<file path="src/design/wtbcm_pkg.sv">
// Shared types, constants and functions of the wind bucket averager.
// Depends on nothing.
`default_nettype none
package wtbcm_pkg;

  localparam logic [12:0] MAX_BUCKETS = 13'd4096;
  localparam logic [15:0] COUNT_CAP   = 16'hFFFF;

  localparam logic [1:0] CFG_WINDOW_START   = 2'd0;
  localparam logic [1:0] CFG_WINDOW_SECONDS = 2'd1;
  localparam logic [1:0] CFG_MAX_POINTS     = 2'd2;

  localparam logic [16:0] WINDOW_RESET = 17'd3600;
  localparam logic [12:0] POINTS_RESET = 13'd512;

  localparam logic [4:0]  DIV_LAST     = 5'd27;
  localparam logic [4:0]  EMIT_LAST    = 5'd31;
  localparam logic [3:0]  CORDIC_LAST  = 4'd15;

  localparam logic signed [33:0] CORDIC_X0   = 34'sd652032874;
  localparam logic signed [23:0] QUARTER_TURN = 24'sd900000;
  localparam logic signed [23:0] HALF_TURN    = 24'sd1800000;
  localparam logic signed [23:0] THREE_QUARTER = 24'sd2700000;
  localparam logic signed [23:0] FULL_TURN    = 24'sd3600000;
  localparam logic [22:0] RECIP_100 = 23'd5368710;
  localparam logic [16:0] CDEG_TURN = 17'd36000;

  typedef struct packed {
    logic        eos;
    logic [11:0] idx;
    logic [47:0] t;
    logic [15:0] speed;
    logic [15:0] dir;
  } item_t;

  function automatic logic signed [23:0] atan_entry(input logic [3:0] i);
    logic signed [23:0] a;
    case (i)
      4'd0:    a = 24'sd450000;
      4'd1:    a = 24'sd265651;
      4'd2:    a = 24'sd140362;
      4'd3:    a = 24'sd71250;
      4'd4:    a = 24'sd35763;
      4'd5:    a = 24'sd17899;
      4'd6:    a = 24'sd8952;
      4'd7:    a = 24'sd4476;
      4'd8:    a = 24'sd2238;
      4'd9:    a = 24'sd1119;
      4'd10:   a = 24'sd560;
      4'd11:   a = 24'sd280;
      4'd12:   a = 24'sd140;
      4'd13:   a = 24'sd70;
      4'd14:   a = 24'sd35;
      default: a = 24'sd17;
    endcase
    return a;
  endfunction

  function automatic logic signed [15:0] to_q15(input logic signed [33:0] v);
    logic signed [33:0] r;
    logic signed [15:0] q;
    r = (v + 34'sd16384) >>> 15;
    if (r > 34'sd32767) begin
      q = 16'sd32767;
    end else if (r < -34'sd32767) begin
      q = -16'sd32767;
    end else begin
      q = r[15:0];
    end
    return q;
  endfunction

endpackage
`default_nettype wire

</file>
<file path="src/design/wtbcm_if.sv">
// Channel interfaces: sample input, result output, configuration writes.
// Depends on nothing.
`default_nettype none
interface wtbcm_sample_if;
  logic        valid;
  logic        ready;
  logic [47:0] sample_time_ms;
  logic [15:0] speed_cms;
  logic [15:0] direction_cdeg;
  logic        end_of_series;
  modport source (output valid, sample_time_ms, speed_cms, direction_cdeg, end_of_series,
                  input ready);
  modport sink (input valid, sample_time_ms, speed_cms, direction_cdeg, end_of_series,
                output ready);
endinterface

interface wtbcm_result_if;
  logic        valid;
  logic        ready;
  logic [47:0] bucket_time_ms;
  logic [15:0] mean_speed_cms;
  logic [15:0] mean_direction_cdeg;
  logic [15:0] sample_count;
  logic        series_done;
  modport source (output valid, bucket_time_ms, mean_speed_cms, mean_direction_cdeg,
                  sample_count, series_done, input ready);
  modport sink (input valid, bucket_time_ms, mean_speed_cms, mean_direction_cdeg,
                sample_count, series_done, output ready);
endinterface

interface wtbcm_cfg_if;
  logic        valid;
  logic        ready;
  logic [1:0]  index;
  logic [47:0] data;
  modport source (output valid, index, data, input ready);
  modport sink (input valid, index, data, output ready);
endinterface
`default_nettype wire

</file>
<file path="src/design/wind_time_bucket_circular_mean.sv">
// Top level of the wind bucket averager: front end, word queue, back end.
// Depends on wtbcm_pkg, wtbcm_if, wtbcm_front, wtbcm_fifo, wtbcm_back.
//
// Usage: sample words enter on sample_in; each kept sample lands in a time
// bucket. A result word leaves on result_out when a sample opens a different
// (or full) bucket, or when an end_of_series word flushes the open bucket.
// Register writes on cfg are always ready and take effect for later samples.
// The front end takes a new word only after it has passed on or dropped the
// last one; a kept sample runs its 28-step serial bucket divider, and the
// first kept sample after reset or a register write runs it once before that
// to work out the bucket length. The back end takes each sample through its
// 16-step sin/cos CORDIC and then accumulates it; to emit a bucket it runs a
// 32-step mean divider with the atan2 CORDIC alongside, then the centidegree
// scaling. A two-word queue lets both ends stall independently.
// Reset clears all bucket state, restores default registers and empties the
// queue. A stalled receiver holds one result in the output register; the
// back end waits behind it and the queue then backs up into sample_in.
`default_nettype none
module wind_time_bucket_circular_mean (
  input  logic            clk,
  input  logic            rst,
  wtbcm_cfg_if.sink       cfg,
  wtbcm_sample_if.sink    sample_in,
  wtbcm_result_if.source  result_out
);

  logic             q_wr_valid;
  logic             q_wr_ready;
  wtbcm_pkg::item_t q_wr_item;
  logic             q_rd_valid;
  logic             q_rd_ready;
  wtbcm_pkg::item_t q_rd_item;

  wtbcm_front u_front (
    .clk        (clk),
    .rst        (rst),
    .cfg        (cfg),
    .sample_in  (sample_in),
    .push_valid (q_wr_valid),
    .push_ready (q_wr_ready),
    .push_item  (q_wr_item)
  );

  wtbcm_fifo u_fifo (
    .clk      (clk),
    .rst      (rst),
    .wr_valid (q_wr_valid),
    .wr_ready (q_wr_ready),
    .wr_item  (q_wr_item),
    .rd_valid (q_rd_valid),
    .rd_ready (q_rd_ready),
    .rd_item  (q_rd_item)
  );

  wtbcm_back u_back (
    .clk        (clk),
    .rst        (rst),
    .pop_valid  (q_rd_valid),
    .pop_ready  (q_rd_ready),
    .pop_item   (q_rd_item),
    .result_out (result_out)
  );

endmodule
`default_nettype wire

</file>
<file path="src/design/wtbcm_front.sv">
// Front end: config registers, window check and bit-serial bucket divider.
// Depends on wtbcm_pkg and wtbcm_if.
`default_nettype none
module wtbcm_front (
  input  logic               clk,
  input  logic               rst,
  wtbcm_cfg_if.sink          cfg,
  wtbcm_sample_if.sink       sample_in,
  output logic               push_valid,
  input  logic               push_ready,
  output wtbcm_pkg::item_t   push_item
);

  typedef enum logic [1:0] {F_IDLE, F_CHECK, F_DIV, F_PUSH} fstate_t;

  fstate_t          state;
  logic [47:0]      window_start_ms;
  logic [16:0]      window_seconds;
  logic [12:0]      max_points;
  wtbcm_pkg::item_t item;
  logic [27:0]      diff;
  logic [27:0]      bms;
  logic             bms_ok;
  logic             div_bms;
  logic [27:0]      num;
  logic [28:0]      rem;
  logic [27:0]      quo;
  logic [27:0]      den;
  logic [4:0]       cnt;

  logic [12:0] mp;
  logic [11:0] last_idx;
  logic [26:0] span;
  logic [48:0] diff_full;
  logic [48:0] hi;
  logic        below;
  logic        above;
  logic [28:0] rem_sh;
  logic        fits;
  logic [28:0] rem_next;
  logic [27:0] quo_next;
  logic [27:0] bms_q;
  logic [11:0] idx_sel;
  logic        bms_done;

  assign mp        = (max_points > wtbcm_pkg::MAX_BUCKETS) ? wtbcm_pkg::MAX_BUCKETS : max_points;
  assign last_idx  = 12'(mp - 13'd1);
  assign span      = 27'(window_seconds) * 27'd1000;
  assign diff_full = {1'b0, item.t} - {1'b0, window_start_ms};
  assign hi        = {1'b0, window_start_ms} + 49'(span) + 49'd1000;
  assign below     = item.t < window_start_ms;
  assign above     = {1'b0, item.t} > hi;
  assign rem_sh    = {rem[27:0], num[27]};
  assign fits      = rem_sh >= {1'b0, den};
  assign rem_next  = fits ? (rem_sh - {1'b0, den}) : rem_sh;
  assign quo_next  = {quo[26:0], fits};
  assign bms_q     = (quo_next < 28'd1000) ? 28'd1000 : quo_next;
  assign idx_sel   = (quo_next > 28'(last_idx)) ? last_idx : quo_next[11:0];
  assign bms_done  = (state == F_DIV) && (cnt == wtbcm_pkg::DIV_LAST) && div_bms;

  assign sample_in.ready = (state == F_IDLE);
  assign cfg.ready       = 1'b1;
  assign push_valid      = (state == F_PUSH);
  assign push_item       = item;

  always_ff @(posedge clk) begin
    if (rst) begin
      state           <= F_IDLE;
      bms_ok          <= 1'b0;
      div_bms         <= 1'b0;
      window_start_ms <= '0;
      window_seconds  <= wtbcm_pkg::WINDOW_RESET;
      max_points      <= wtbcm_pkg::POINTS_RESET;
    end else begin
      case (state)
        F_IDLE: begin
          if (sample_in.valid) begin
            item.eos   <= sample_in.end_of_series;
            item.idx   <= '0;
            item.t     <= sample_in.sample_time_ms;
            item.speed <= sample_in.speed_cms;
            item.dir   <= sample_in.direction_cdeg;
            state      <= F_CHECK;
          end
        end
        F_CHECK: begin
          if (item.eos) begin
            state <= F_PUSH;
          end else if (window_seconds == '0 || mp == '0 || below || above) begin
            state <= F_IDLE;
          end else begin
            diff  <= diff_full[27:0];
            rem   <= '0;
            quo   <= '0;
            cnt   <= '0;
            state <= F_DIV;
            if (bms_ok) begin
              div_bms <= 1'b0;
              num     <= diff_full[27:0];
              den     <= bms;
            end else begin
              div_bms <= 1'b1;
              num     <= 28'(span) + 28'(mp) - 28'd1;
              den     <= 28'(mp);
            end
          end
        end
        F_DIV: begin
          num <= num << 1;
          rem <= rem_next;
          quo <= quo_next;
          cnt <= cnt + 5'd1;
          if (cnt == wtbcm_pkg::DIV_LAST) begin
            if (div_bms) begin
              bms     <= bms_q;
              div_bms <= 1'b0;
              num     <= diff;
              den     <= bms_q;
              rem     <= '0;
              quo     <= '0;
              cnt     <= '0;
            end else begin
              item.idx <= idx_sel;
              state    <= F_PUSH;
            end
          end
        end
        F_PUSH: begin
          if (push_ready) begin
            state <= F_IDLE;
          end
        end
        default: state <= F_IDLE;
      endcase
      if (cfg.valid) begin
        bms_ok <= 1'b0;
      end else if (bms_done) begin
        bms_ok <= 1'b1;
      end
      if (cfg.valid) begin
        case (cfg.index)
          wtbcm_pkg::CFG_WINDOW_START: begin
            window_start_ms <= cfg.data;
          end
          wtbcm_pkg::CFG_WINDOW_SECONDS: begin
            window_seconds <= cfg.data[16:0];
          end
          wtbcm_pkg::CFG_MAX_POINTS: begin
            max_points <= cfg.data[12:0];
          end
          default: ;
        endcase
      end
    end
  end

endmodule
`default_nettype wire

</file>
<file path="src/design/wtbcm_fifo.sv">
// Two-entry word queue between front end and back end.
// Depends on wtbcm_pkg.
`default_nettype none
module wtbcm_fifo (
  input  logic             clk,
  input  logic             rst,
  input  logic             wr_valid,
  output logic             wr_ready,
  input  wtbcm_pkg::item_t wr_item,
  output logic             rd_valid,
  input  logic             rd_ready,
  output wtbcm_pkg::item_t rd_item
);

  wtbcm_pkg::item_t slots [2];
  logic       wr_ptr;
  logic       rd_ptr;
  logic [1:0] count;
  logic       do_wr;
  logic       do_rd;

  assign wr_ready = (count != 2'd2);
  assign rd_valid = (count != 2'd0);
  assign rd_item  = slots[rd_ptr];
  assign do_wr    = wr_valid && wr_ready;
  assign do_rd    = rd_valid && rd_ready;

  always_ff @(posedge clk) begin
    if (do_wr) begin
      slots[wr_ptr] <= wr_item;
    end
    if (rst) begin
      wr_ptr <= 1'b0;
      rd_ptr <= 1'b0;
      count  <= 2'd0;
    end else begin
      if (do_wr) begin
        wr_ptr <= ~wr_ptr;
      end
      if (do_rd) begin
        rd_ptr <= ~rd_ptr;
      end
      count <= count + {1'b0, do_wr} - {1'b0, do_rd};
    end
  end

endmodule
`default_nettype wire

</file>
<file path="src/design/wtbcm_back.sv">
// Back end: sin/cos CORDIC, bucket accumulators, mean divider, atan2 CORDIC.
// Depends on wtbcm_pkg and wtbcm_if.
`default_nettype none
module wtbcm_back (
  input  logic             clk,
  input  logic             rst,
  input  logic             pop_valid,
  output logic             pop_ready,
  input  wtbcm_pkg::item_t pop_item,
  wtbcm_result_if.source   result_out
);

  typedef enum logic [2:0] {B_IDLE, B_SINCOS, B_ACCUM, B_EMIT, B_DIVQ, B_OUT} bstate_t;

  bstate_t            state;
  wtbcm_pkg::item_t   cur;
  logic signed [33:0] cx;
  logic signed [33:0] cy;
  logic signed [23:0] cz;
  logic               cneg;
  logic [3:0]         step;

  logic               bucket_open;
  logic [11:0]        open_bucket_index;
  logic [47:0]        last_sample_time;
  logic [31:0]        speed_accumulator;
  logic signed [32:0] sine_accumulator;
  logic signed [32:0] cosine_accumulator;
  logic [15:0]        samples_in_bucket;

  logic [47:0]        e_time;
  logic [15:0]        e_count;
  logic               e_done;
  logic [31:0]        dnum;
  logic [16:0]        drem;
  logic [31:0]        dquo;
  logic signed [51:0] vx;
  logic signed [51:0] vy;
  logic signed [23:0] vz;
  logic               vzero;
  logic [4:0]         ecnt;
  logic [45:0]        prod;

  logic               out_valid;
  logic [47:0]        out_time;
  logic [15:0]        out_speed;
  logic [15:0]        out_dir;
  logic [15:0]        out_count;
  logic               out_done;

  logic [15:0]        dir_m;
  logic signed [23:0] z100;
  logic signed [23:0] z_red;
  logic               neg_red;
  logic signed [33:0] sdx;
  logic signed [33:0] sdy;
  logic signed [23:0] s_atan;
  logic signed [15:0] s_q15;
  logic signed [15:0] c_q15;
  logic signed [51:0] cs_ext;
  logic signed [51:0] sn_ext;
  logic               vneg0;
  logic signed [51:0] vdx;
  logic signed [51:0] vdy;
  logic signed [23:0] v_atan;
  logic [16:0]        drem_sh;
  logic               dfits;
  logic signed [23:0] vz_wrap;
  logic [22:0]        cd_num;
  logic [16:0]        cd_q;
  logic               need_emit;
  logic               out_load;

  assign dir_m   = (pop_item.dir >= 16'(wtbcm_pkg::CDEG_TURN))
                   ? (pop_item.dir - 16'(wtbcm_pkg::CDEG_TURN)) : pop_item.dir;
  assign z100    = 24'(dir_m) * 24'sd100;
  assign neg_red = (z100 > wtbcm_pkg::QUARTER_TURN) && (z100 < wtbcm_pkg::THREE_QUARTER);
  assign z_red   = neg_red ? (z100 - wtbcm_pkg::HALF_TURN)
                 : (z100 >= wtbcm_pkg::THREE_QUARTER) ? (z100 - wtbcm_pkg::FULL_TURN) : z100;

  assign sdx    = cy >>> step;
  assign sdy    = cx >>> step;
  assign s_atan = wtbcm_pkg::atan_entry(step);
  assign s_q15  = wtbcm_pkg::to_q15(cneg ? -cy : cy);
  assign c_q15  = wtbcm_pkg::to_q15(cneg ? -cx : cx);

  assign cs_ext = 52'(cosine_accumulator) <<< 16;
  assign sn_ext = 52'(sine_accumulator) <<< 16;
  assign vneg0  = cosine_accumulator < 0;

  assign vdx    = vy >>> ecnt[3:0];
  assign vdy    = vx >>> ecnt[3:0];
  assign v_atan = wtbcm_pkg::atan_entry(ecnt[3:0]);

  assign drem_sh = {drem[15:0], dnum[31]};
  assign dfits   = drem_sh >= {1'b0, e_count};

  assign vz_wrap = (vz < 0) ? (vz + wtbcm_pkg::FULL_TURN)
                 : (vz >= wtbcm_pkg::FULL_TURN) ? (vz - wtbcm_pkg::FULL_TURN) : vz;
  assign cd_num  = 23'(vz_wrap) + 23'd50;
  assign cd_q    = prod[45:29];

  assign need_emit = bucket_open && (cur.idx != open_bucket_index ||
                                     samples_in_bucket == wtbcm_pkg::COUNT_CAP);
  assign out_load  = (state == B_OUT) && (!out_valid || result_out.ready);

  assign pop_ready                  = (state == B_IDLE);
  assign result_out.valid           = out_valid;
  assign result_out.bucket_time_ms  = out_time;
  assign result_out.mean_speed_cms  = out_speed;
  assign result_out.mean_direction_cdeg = out_dir;
  assign result_out.sample_count    = out_count;
  assign result_out.series_done     = out_done;

  always_ff @(posedge clk) begin
    if (rst) begin
      state              <= B_IDLE;
      out_valid          <= 1'b0;
      bucket_open        <= 1'b0;
      open_bucket_index  <= '0;
      last_sample_time   <= '0;
      speed_accumulator  <= '0;
      sine_accumulator   <= '0;
      cosine_accumulator <= '0;
      samples_in_bucket  <= '0;
    end else begin
      if (out_load) begin
        out_valid <= 1'b1;
      end else if (out_valid && result_out.ready) begin
        out_valid <= 1'b0;
      end
      case (state)
        B_IDLE: begin
          if (pop_valid) begin
            cur <= pop_item;
            if (pop_item.eos) begin
              if (bucket_open) begin
                e_time <= last_sample_time;
                e_count <= samples_in_bucket;
                e_done <= 1'b1;
                dnum   <= speed_accumulator;
                drem   <= '0;
                dquo   <= '0;
                vzero  <= (sine_accumulator == 0) && (cosine_accumulator == 0);
                vx     <= vneg0 ? -cs_ext : cs_ext;
                vy     <= vneg0 ? -sn_ext : sn_ext;
                vz     <= vneg0 ? wtbcm_pkg::HALF_TURN : 24'sd0;
                ecnt   <= '0;
                state  <= B_EMIT;
              end
              bucket_open        <= 1'b0;
              open_bucket_index  <= '0;
              last_sample_time   <= '0;
              speed_accumulator  <= '0;
              sine_accumulator   <= '0;
              cosine_accumulator <= '0;
              samples_in_bucket  <= '0;
            end else begin
              cx    <= wtbcm_pkg::CORDIC_X0;
              cy    <= '0;
              cz    <= z_red;
              cneg  <= neg_red;
              step  <= '0;
              state <= B_SINCOS;
            end
          end
        end
        B_SINCOS: begin
          if (cz >= 0) begin
            cx <= cx - sdx;
            cy <= cy + sdy;
            cz <= cz - s_atan;
          end else begin
            cx <= cx + sdx;
            cy <= cy - sdy;
            cz <= cz + s_atan;
          end
          step <= step + 4'd1;
          if (step == wtbcm_pkg::CORDIC_LAST) begin
            state <= B_ACCUM;
          end
        end
        B_ACCUM: begin
          bucket_open       <= 1'b1;
          open_bucket_index <= cur.idx;
          last_sample_time  <= cur.t;
          if (need_emit) begin
            e_time  <= last_sample_time;
            e_count <= samples_in_bucket;
            e_done  <= 1'b0;
            dnum    <= speed_accumulator;
            drem    <= '0;
            dquo    <= '0;
            vzero   <= (sine_accumulator == 0) && (cosine_accumulator == 0);
            vx      <= vneg0 ? -cs_ext : cs_ext;
            vy      <= vneg0 ? -sn_ext : sn_ext;
            vz      <= vneg0 ? wtbcm_pkg::HALF_TURN : 24'sd0;
            ecnt    <= '0;
            speed_accumulator  <= 32'(cur.speed);
            sine_accumulator   <= 33'(s_q15);
            cosine_accumulator <= 33'(c_q15);
            samples_in_bucket  <= 16'd1;
            state <= B_EMIT;
          end else begin
            speed_accumulator  <= speed_accumulator + 32'(cur.speed);
            sine_accumulator   <= sine_accumulator + 33'(s_q15);
            cosine_accumulator <= cosine_accumulator + 33'(c_q15);
            samples_in_bucket  <= samples_in_bucket + 16'd1;
            state <= B_IDLE;
          end
        end
        B_EMIT: begin
          dnum <= dnum << 1;
          drem <= dfits ? (drem_sh - {1'b0, e_count}) : drem_sh;
          dquo <= {dquo[30:0], dfits};
          if (!ecnt[4]) begin
            if (vy > 0) begin
              vx <= vx + vdx;
              vy <= vy - vdy;
              vz <= vz + v_atan;
            end else begin
              vx <= vx - vdx;
              vy <= vy + vdy;
              vz <= vz - v_atan;
            end
          end
          ecnt <= ecnt + 5'd1;
          if (ecnt == wtbcm_pkg::EMIT_LAST) begin
            state <= B_DIVQ;
          end
        end
        B_DIVQ: begin
          prod  <= 46'(cd_num) * 46'(wtbcm_pkg::RECIP_100);
          state <= B_OUT;
        end
        B_OUT: begin
          if (out_load) begin
            out_time  <= e_time;
            out_speed <= dquo[15:0];
            out_dir   <= (vzero || cd_q >= wtbcm_pkg::CDEG_TURN) ? 16'd0 : cd_q[15:0];
            out_count <= e_count;
            out_done  <= e_done;
            state     <= B_IDLE;
          end
        end
        default: state <= B_IDLE;
      endcase
    end
  end

endmodule
`default_nettype wire

</file>
<file path="src/flat_wrapper.sv">
// flat-port wrapper written by rule: the top's interface ports become plain ports
module wind_time_bucket_circular_mean_flat 
  (clk, rst, cfg_valid, cfg_index, cfg_data, cfg_ready, sample_in_valid, sample_in_sample_time_ms, sample_in_speed_cms, sample_in_direction_cdeg, sample_in_end_of_series, sample_in_ready, result_out_valid, result_out_bucket_time_ms, result_out_mean_speed_cms, result_out_mean_direction_cdeg, result_out_sample_count, result_out_series_done, result_out_ready);
  wtbcm_cfg_if cfg_i ();
  wtbcm_sample_if sample_in_i ();
  wtbcm_result_if result_out_i ();
  input  logic clk;
  input  logic rst;
  input wire logic [$bits(cfg_i.valid)-1:0] cfg_valid;
  input wire logic [$bits(cfg_i.index)-1:0] cfg_index;
  input wire logic [$bits(cfg_i.data)-1:0] cfg_data;
  output wire logic [$bits(cfg_i.ready)-1:0] cfg_ready;
  input wire logic [$bits(sample_in_i.valid)-1:0] sample_in_valid;
  input wire logic [$bits(sample_in_i.sample_time_ms)-1:0] sample_in_sample_time_ms;
  input wire logic [$bits(sample_in_i.speed_cms)-1:0] sample_in_speed_cms;
  input wire logic [$bits(sample_in_i.direction_cdeg)-1:0] sample_in_direction_cdeg;
  input wire logic [$bits(sample_in_i.end_of_series)-1:0] sample_in_end_of_series;
  output wire logic [$bits(sample_in_i.ready)-1:0] sample_in_ready;
  output wire logic [$bits(result_out_i.valid)-1:0] result_out_valid;
  output wire logic [$bits(result_out_i.bucket_time_ms)-1:0] result_out_bucket_time_ms;
  output wire logic [$bits(result_out_i.mean_speed_cms)-1:0] result_out_mean_speed_cms;
  output wire logic [$bits(result_out_i.mean_direction_cdeg)-1:0] result_out_mean_direction_cdeg;
  output wire logic [$bits(result_out_i.sample_count)-1:0] result_out_sample_count;
  output wire logic [$bits(result_out_i.series_done)-1:0] result_out_series_done;
  input wire logic [$bits(result_out_i.ready)-1:0] result_out_ready;
  assign cfg_i.valid = cfg_valid;
  assign cfg_i.index = cfg_index;
  assign cfg_i.data = cfg_data;
  assign cfg_ready = cfg_i.ready;
  assign sample_in_i.valid = sample_in_valid;
  assign sample_in_i.sample_time_ms = sample_in_sample_time_ms;
  assign sample_in_i.speed_cms = sample_in_speed_cms;
  assign sample_in_i.direction_cdeg = sample_in_direction_cdeg;
  assign sample_in_i.end_of_series = sample_in_end_of_series;
  assign sample_in_ready = sample_in_i.ready;
  assign result_out_valid = result_out_i.valid;
  assign result_out_bucket_time_ms = result_out_i.bucket_time_ms;
  assign result_out_mean_speed_cms = result_out_i.mean_speed_cms;
  assign result_out_mean_direction_cdeg = result_out_i.mean_direction_cdeg;
  assign result_out_sample_count = result_out_i.sample_count;
  assign result_out_series_done = result_out_i.series_done;
  assign result_out_i.ready = result_out_ready;
  wind_time_bucket_circular_mean u_core (.clk(clk), .rst(rst), .cfg(cfg_i), .sample_in(sample_in_i), .result_out(result_out_i));
endmodule
</file>
<file path="config.mk">
export PLATFORM = sky130hd
export DESIGN_NAME = wind_time_bucket_circular_mean_flat
export DESIGN_NICKNAME = d
export VERILOG_FILES = /design/src/design/wtbcm_pkg.sv /design/src/design/wtbcm_if.sv /design/src/design/wind_time_bucket_circular_mean.sv /design/src/design/wtbcm_front.sv /design/src/design/wtbcm_fifo.sv /design/src/design/wtbcm_back.sv /design/src/flat_wrapper.sv
export SDC_FILE = /design/constraint.sdc
export NUM_CORES = 2
export LEC_CHECK = 0
export ABC_AREA = 1
export BUFFER_PORTS_ARGS = -buffer_cell sky130_fd_sc_hd__buf_2
export CORE_MARGIN = 2
export CORE_UTILIZATION = 50
export CTS_BUF_LIST = sky130_fd_sc_hd__clkbuf_4
export CTS_CLUSTER_SIZE = 24
export DETAILED_ROUTE_END_ITERATION = 12
export PLACE_DENSITY = 0.64
export RECOVER_POWER = 25
export SKIP_CTS_REPAIR_TIMING = 1
export SYNTH_ARGS = -nofsm -noshare
export SYNTH_HDL_FRONTEND = slang
export SYNTH_HIERARCHICAL = 1
export SYNTH_SLANG_ARGS = --single-unit
export TNS_END_PERCENT = 10
</file>
<file path="constraint.sdc">
create_clock -name clk -period 11.1 [get_ports clk]
set_input_delay 1.11 -clock clk [delete_from_list [all_inputs] [get_ports clk]]
set_output_delay 1.11 -clock clk [all_outputs]
set_load 0.01 [all_outputs]
</file>
---- Yosys cells after proc, flatten, opt, wreduce, memory -nomap -nowiden ----
Memories as Yosys holds them, arrays and structs flattened. A register that Yosys moved wholly into a read port is not among the register bits.
Index checks and enable logic that the tools add are counted.
storage, ports and cells
  register bits ........................... 1108
  memory bits (writable) .................. 186
  bits in read-only memories .............. 608
  bits of input ports ..................... 136
  output and inout bits ................... 100
  word-level logic and storage cells ...... 395
  memories ................................ 3
memories
  memory               words  width  read ports  clocked after Yosys merged registers in  write ports  line              source
  (no name shown)      16     19     1           1                                        0            wtbcm_pkg.sv:38   case (i)
  (no name shown)      16     19     1           1                                        0            wtbcm_pkg.sv:38
  u_core.u_fifo.slots  2      93     1           1                                        1            wtbcm_fifo.sv:15  wtbcm_pkg::item_t slots [2];
operators by class
  add/sub/neg operators ................... 41
  multiply operators ...................... 3
  order comparisons ....................... 21
  equal/unequal tests ..................... 33
  shift operators ......................... 4
  multiplexer cells ....................... 177
  bitwise operators ....................... 6
  reductions and logical operators ........ 52
operators by type and width
  cell                                                               number
  52-bit two-way mux                                                 14
  28-bit two-way mux                                                 16
  16-bit two-way mux                                                 21
  52-bit one-hot mux with 3 select lines                             2
  48-bit two-way mux                                                 6
  34-bit two-way mux                                                 8
  24-bit two-way mux                                                 11
  32-bit two-way mux                                                 7
  48-bit one-hot mux with 2 select lines                             2
  28-bit one-hot mux with 2 select lines                             3
  34-bit one-hot mux with 2 select lines                             2
  33-bit two-way mux                                                 4
  33-bit one-hot mux with 2 select lines                             2
  27-bit two-way mux                                                 4
  52-bit adder                                                       2
  49-bit negator with 52-bit output                                  2
  52-bit by 4-bit >>> shifter with 52-bit output                     2
  52-bit subtractor                                                  2
  16-bit one-hot mux with 3 select lines                             2
  32-bit one-hot mux with 3 select lines                             1
  92-bit two-way mux                                                 1
  24-bit one-hot mux with 3 select lines                             1
  34-bit by 16-bit adder with 34-bit output (second input constant)  2
  34-bit adder                                                       2
  97 further kinds                                                   218

---- Longest topological paths before layout ----
  word-level depth ........................ 9
  depth in mapped cells ................... 47
  depth with buffers taken out ............ 47

---- Hierarchy ----
Netlist, hierarchy kept.
by module, submodules not included
  module       instances  cells each  area an instance (um^2)  sequential area each (um^2)
  wtbcm_back   1          10383       75077.0                  20860.0
  wtbcm_front  1          2784        24696.2                  9599.2
  wtbcm_fifo   1          326         7235.7                   5685.5

---- Worst setup path after synthesis ----
No wires, ideal clock.
  path type ............................... reg2reg
  from .................................... register u_core.u_front.window_seconds[2]
  to ...................................... register u_core.u_front.cnt[0] (enable)
  library setup time ...................... 0.457 ns
  arrival ................................. 8.899 ns
  data required time ...................... 10.643 ns
  setup slack ............................. 1.745 ns
  cell stages (with the launch flop) ...... 38
  buffers on the path ..................... 0
  period minus slack after synthesis ...... 9.355 ns
  cell sequence ........................... dfxtp_1 > inv_1 > fa_1 > fa_1 > fa_1 > fa_1 > inv_1 > ha_1 > a21oi_1 > o21ai_0 > a21oi_1 > o21ai_1 > a31oi_1 > o21ai_0 > xor2_1 > inv_1 > ha_1 > ha_1 > [... 2 more ...] > nand2_1 > nand2_1 > a21oi_2 > o21ai_4 > inv_2 > nor3_4 > nand4_1 > xor2_1 > ha_1 > nand2_1 > nor2_1 > nand4_1 > nor4_1 > nand4_1 > nand2_2 > nand3_2 > nand2_2 > and3_1
on the way
  cells in the longest elaborated chain, start to end .. 7
  elaborated cells between the ends (all ways) .. 10
  classes of those cells .................. 2 x add/sub; 1 x mul; 1 x order compare; 1 x eq/ne; 5 x reduce/logical
ends and longest elaborated chain
  what                                             line                source
  from (decl)                                      wtbcm_front.sv:18   logic [16:0] window_seconds;
  from (signal assigned)                           wtbcm_front.sv:72   window_seconds <= wtbcm_pkg::WINDOW_RESET;
  from (signal assigned)                           wtbcm_front.sv:146  window_seconds <= cfg.data[16:0];
  17-bit by 7-bit multiplier with 24-bit output    wtbcm_front.sv:48   assign span = 27'(window_seconds) * 27'd1000;
  48-bit by 27-bit adder with 49-bit output        wtbcm_front.sv:50   assign hi = {1'b0, window_start_ms} + 49'(span) + 49'd1000;
  49-bit by 10-bit adder with 49-bit output        wtbcm_front.sv:50
  48-bit by 49-bit > comparator with 1-bit output  wtbcm_front.sv:52   assign above = {1'b0, item.t} > hi;
  1-bit logical OR *                               wtbcm_front.sv:89   end else if (window_seconds == '0 || mp == '0 || below || above) begin
  2-bit != test (no source line) *                 -
  4-bit AND reduction (no source line) *           -
  to (signal assigned)                             wtbcm_front.sv:112  cnt <= cnt + 5'd1;
  to (decl)                                        wtbcm_front.sv:29   logic [4:0] cnt;
Mark *: on every way between the ends. The rest lies on a longest branch, timed or not.
A chain may end at the register's enable or synchronous reset.

---- Worst setup path after layout ----
  from .................................... register u_core.u_front.window_seconds[2]
  to ...................................... register u_core.u_front.quo[3] (enable)
on the way
  cells in the longest elaborated chain, start to end .. 7
  elaborated cells between the ends (all ways) .. 10
  classes of those cells .................. 2 x add/sub; 1 x mul; 1 x order compare; 1 x eq/ne; 5 x reduce/logical
ends and longest elaborated chain
  what                                             line                source
  17-bit by 7-bit multiplier with 24-bit output    wtbcm_front.sv:48
  48-bit by 27-bit adder with 49-bit output        wtbcm_front.sv:50
  49-bit by 10-bit adder with 49-bit output        wtbcm_front.sv:50
  48-bit by 49-bit > comparator with 1-bit output  wtbcm_front.sv:52
  1-bit logical OR *                               wtbcm_front.sv:89
  2-bit != test (no source line) *                 -
  4-bit AND reduction (no source line) *           -
  to (signal assigned)                             wtbcm_front.sv:111  quo <= quo_next;
  to (decl)                                        wtbcm_front.sv:27   logic [27:0] quo;
Marked as above.

==> flow_summary_export.csv <==
group,metric,value,unit
floorplan,dieArea,218000,µm²
worst_setup_path,crit_arrival,10.51,ns
floorplan,coreArea,213000,µm²
placement,dp_hpwl,255,mm
global_route,grt_pass1_vias,91258,
synthesis,ys.flop_type,"edfxtp_1",
synthesis,synth_cell_type_count,95,
worst_setup_path,crit_path_max_fanout,45,
global_route,gr-usage-all-layers,29.4,%
layout,final_cell_mix,"nand2_1, inv_1, a21oi_1",
synthesis,synthTopCellsByArea,"edfxtp_1, ha_1, nand2_1",
detailed_routing,antenna_left,0,
worst_hold_path,min_path_type,"primary input to flip-flop",
clock_tree,clk_root_buffer_cell,"clkbuf_4",
worst_setup_path,path_class,"flip-flop to flip-flop",
worst_setup_path,startpoint,"u_core/u_front/window_seconds[2]",
worst_setup_path,slowest_stage,"and3_4",
sta,hold_viol,0,
placement,port_buffers,234,
worst_setup_path,worstSetupEndpointType,"flip-flop",
sta,rsz0062_at_grt,"false",
worst_setup_path,endpoint,"u_core/u_front/quo[3]",
detailed_routing,via_count,94297,
detailed_routing,drc,4,
clock_tree,clock_path_buffers,4,
worst_setup_path,worst_ep_required_time,12.08,ns
sta,max_freq,0.105,GHz
clock_tree,worstSkewPairLatency,1.42,ns
worst_setup_path,r2r_start,"u_core/u_front/window_seconds[2]",
synthesis,synth_nets,14824,
synthesis,ys_ff_latch,1305,
sta,finalCritPeriodShare,85.9,%
detailed_routing,routed_wl,329,mm
layout,layout_commonest_cell,"nand2_1",
worst_setup_path,r2r-end,"u_core/u_front/quo[3]",
sta,worstMarginPinSlew,3.62,ns
layout,nFillCells,20349,
synthesis,synthCells,13493,
synthesis,post-synth-top-area-cell,"edfxtp_1",
worst_setup_path,reg2regPathDepth,35,
layout,instances_no_fill,17008,
clock_tree,cts_num_sinks,1305,
floorplan,fp-row-count,169,
global_route,grt_pass1_wl,507,mm
synthesis,syn_area_per_cell,7.93,µm²
floorplan,boundaryPins,236,
placement,dp.cells,16245,
global_route,grt_max_degree,109,
clock_tree,clkTransAtPathRegs,0.06,ns
synthesis,ys_seq_area_share,33.8,%
detailed_routing,routedWlPerCell,19.4,µm
detailed_routing,dr.pass1.iters,10,
sta,finalSetupTns,0,ns
floorplan,floorplan.initialDensity,50.4,%
sta,relSlewSlack,-142,%
global_route,antenna_found_initial,15,
worst_setup_path,r2r_setup_slack,1.56,ns
worst_setup_path,critPathLaunchType,"flip-flop",
layout,area_growth_syn_to_layout,8.35,%
clock_tree,htreeDepth,5,
floorplan,die_w,467,µm
placement,place.gp.congestion,0.986,
worst_hold_path,min_from,"cfg_data[38]",
status,status,"finished with violations",
worst_setup_path,max_stage_delay,0.69,ns
global_route,grt-ovfl-total,0,
synthesis,synthArstFlopShare,0,%
synthesis,ys_warn_count,6,
sta,clock_skew,0.168,ns
sta,drv_slew,341,
detailed_routing,initialDrtViolationCount,6995,
job,maxCapViolations,8,
synthesis,synth_edf_count,1001,
sta,period_needed,9.54,ns
sta,setup_viol,0,
synthesis,synth_top_area_share,28.1,%
clock_tree,cts_made_buffers,372,
status,violations,"design-rule violations, max-capacitance violations, max-slew violations",
layout,fin_nets,15216,
clock_tree,cts_tree,"done",
floorplan,die_y,467,µm
detailed_routing,vias_per_cell,5.54,
layout,layout-drive-gt1-share,8.69,%
synthesis,syn_area,107000,µm²
-- routing by layer --
metal	vias up	track usage, %	part of all wire, %
met5	-	0	0.017
met4	8	10.0	3.4
met3	603	4.56	5.8
met2	2886	48.8	47
met1	44358	39.0	44
li1	46442	-	-
-- stage by stage --
stage	worst slack, ns	hold WS (ns)	util (%)	cell area [µm²]
2_1_floorplan	1.74	0.400	-	107000
3_3_place_gp	1.66	0.402	52.0	111000
3_5_place_dp	1.56	0.405	52.0	111000
4_1_cts	1.52	-0.241	54.2	115000
5_1_grt	0.921	-0.0388	54.6	116000
6_report	1.56	0.0323	54.6	116000
-- critical path: cells and delay by family (launching register included) --
family | cells | cell delay (ns)
xor+xnor | 2 | 0.60
simple gates | 13 | 2.55
fa+ha+maj | 8 | 3.39
flops | 1 | 0.46
compound gates | 8 | 1.47
buf+inv | 4 | 0.68
-- synth_stat cells, drive strengths merged (24+ instances only) --
| library cell | n |
|---|---|
| nor4 | 62 |
| edfxtp | 1001 |
| a22oi | 39 |
| o21ai | 1237 |
| a21oi | 1156 |
| o21a | 58 |
| a21boi | 31 |
| mux2i | 114 |
| clkbuf | 210 |
| a21o | 39 |
| o31ai | 39 |
| o22ai | 24 |
| xor2 | 361 |
| o211ai | 101 |
| o221ai | 34 |
| ha | 927 |
| nand4 | 139 |
| inv | 1906 |
| nand2 | 2841 |
| nor2 | 1135 |
| o21bai | 43 |
| mux2 | 93 |
| fa | 268 |
| buf | 171 |
| nor3 | 157 |
| a31oi | 111 |
| dfxtp | 304 |
| nand3 | 485 |
| xnor2 | 181 |
| or2 | 88 |
-- logic make-up after synthesis --
logic type,after synthesis,synth area share (%)
adders and majority gates,1195,15.9
DFF,1305,33.8
buffers and inverters,2297,8.49
muxes,207,2.32
xor gates and xnor gates,542,4.48
other,1,0.00350
AOI/OAI and AO/OA,2977,15.6
and+or+nand+nor,4969,19.5
-- how the worst min path moves through the flow --
stage / cells past startpoint / end / slack [ns]
6_report: 3 / u_core/u_front/window_start_ms[38] / 0.03
5_1_grt: 3 / u_core/u_front/window_start_ms[38] / -0.04
4_1_cts: 1 / u_core/u_front/push_item[60] / -0.24
3_5_place_dp: 0 / u_core/u_back/result_out.bucket_time_ms[19] / 0.41
3_3_place_gp: 0 / u_core/u_back/result_out.bucket_time_ms[18] / 0.40
2_1_floorplan: 0 / u_core/u_back/result_out.bucket_time_ms[0] / 0.40
-- cell type report --
class / instances / area, µm² / area share, %
Antenna cell: 14 / 35.0 / 0.0302
Clock buffer: 542 / 4070 / 3.51
Clock inverter: 120 / 591 / 0.509
Inverter: 1916 / 7200 / 6.21
Multi-Input combinational cell: 9891 / 61800 / 53.3
Sequential cell: 1305 / 36100 / 31.2
Tap cell: 2821 / 3530 / 3.04
Timing Repair Buffer: 399 / 2600 / 2.24
-- state kept, by name (all words and copies together) (netlist names), 27 cells and up, named ones only --
register / flops
u_core/u_back/cur: 76
u_core/u_back/vy: 52
u_core/u_front/num: 28
u_core/u_front/diff: 28
u_core/u_front/rem: 28
u_core/u_back/e_time: 48
u_core/u_back/last_sample_time: 48
u_core/u_front/push_item: 93
u_core/u_back/speed_accumulator: 32
u_core/u_back/dnum: 32
u_core/u_front/quo: 27
u_core/u_back/cx: 34
u_core/u_back/sine_accumulator: 33
u_core/u_back/cy: 34
u_core/u_front/window_start_ms: 48
u_core/u_back/vx: 52
u_core/u_fifo/slots: 186
u_core/u_front/den: 28
u_core/u_front/bms: 28
u_core/u_back/cosine_accumulator: 33
u_core/u_back/result_out.bucket_time_ms: 48
Power is left out: the tool's default activity adds up to more than one toggle a clock period on the data nets, which glitch-free logic cannot reach.
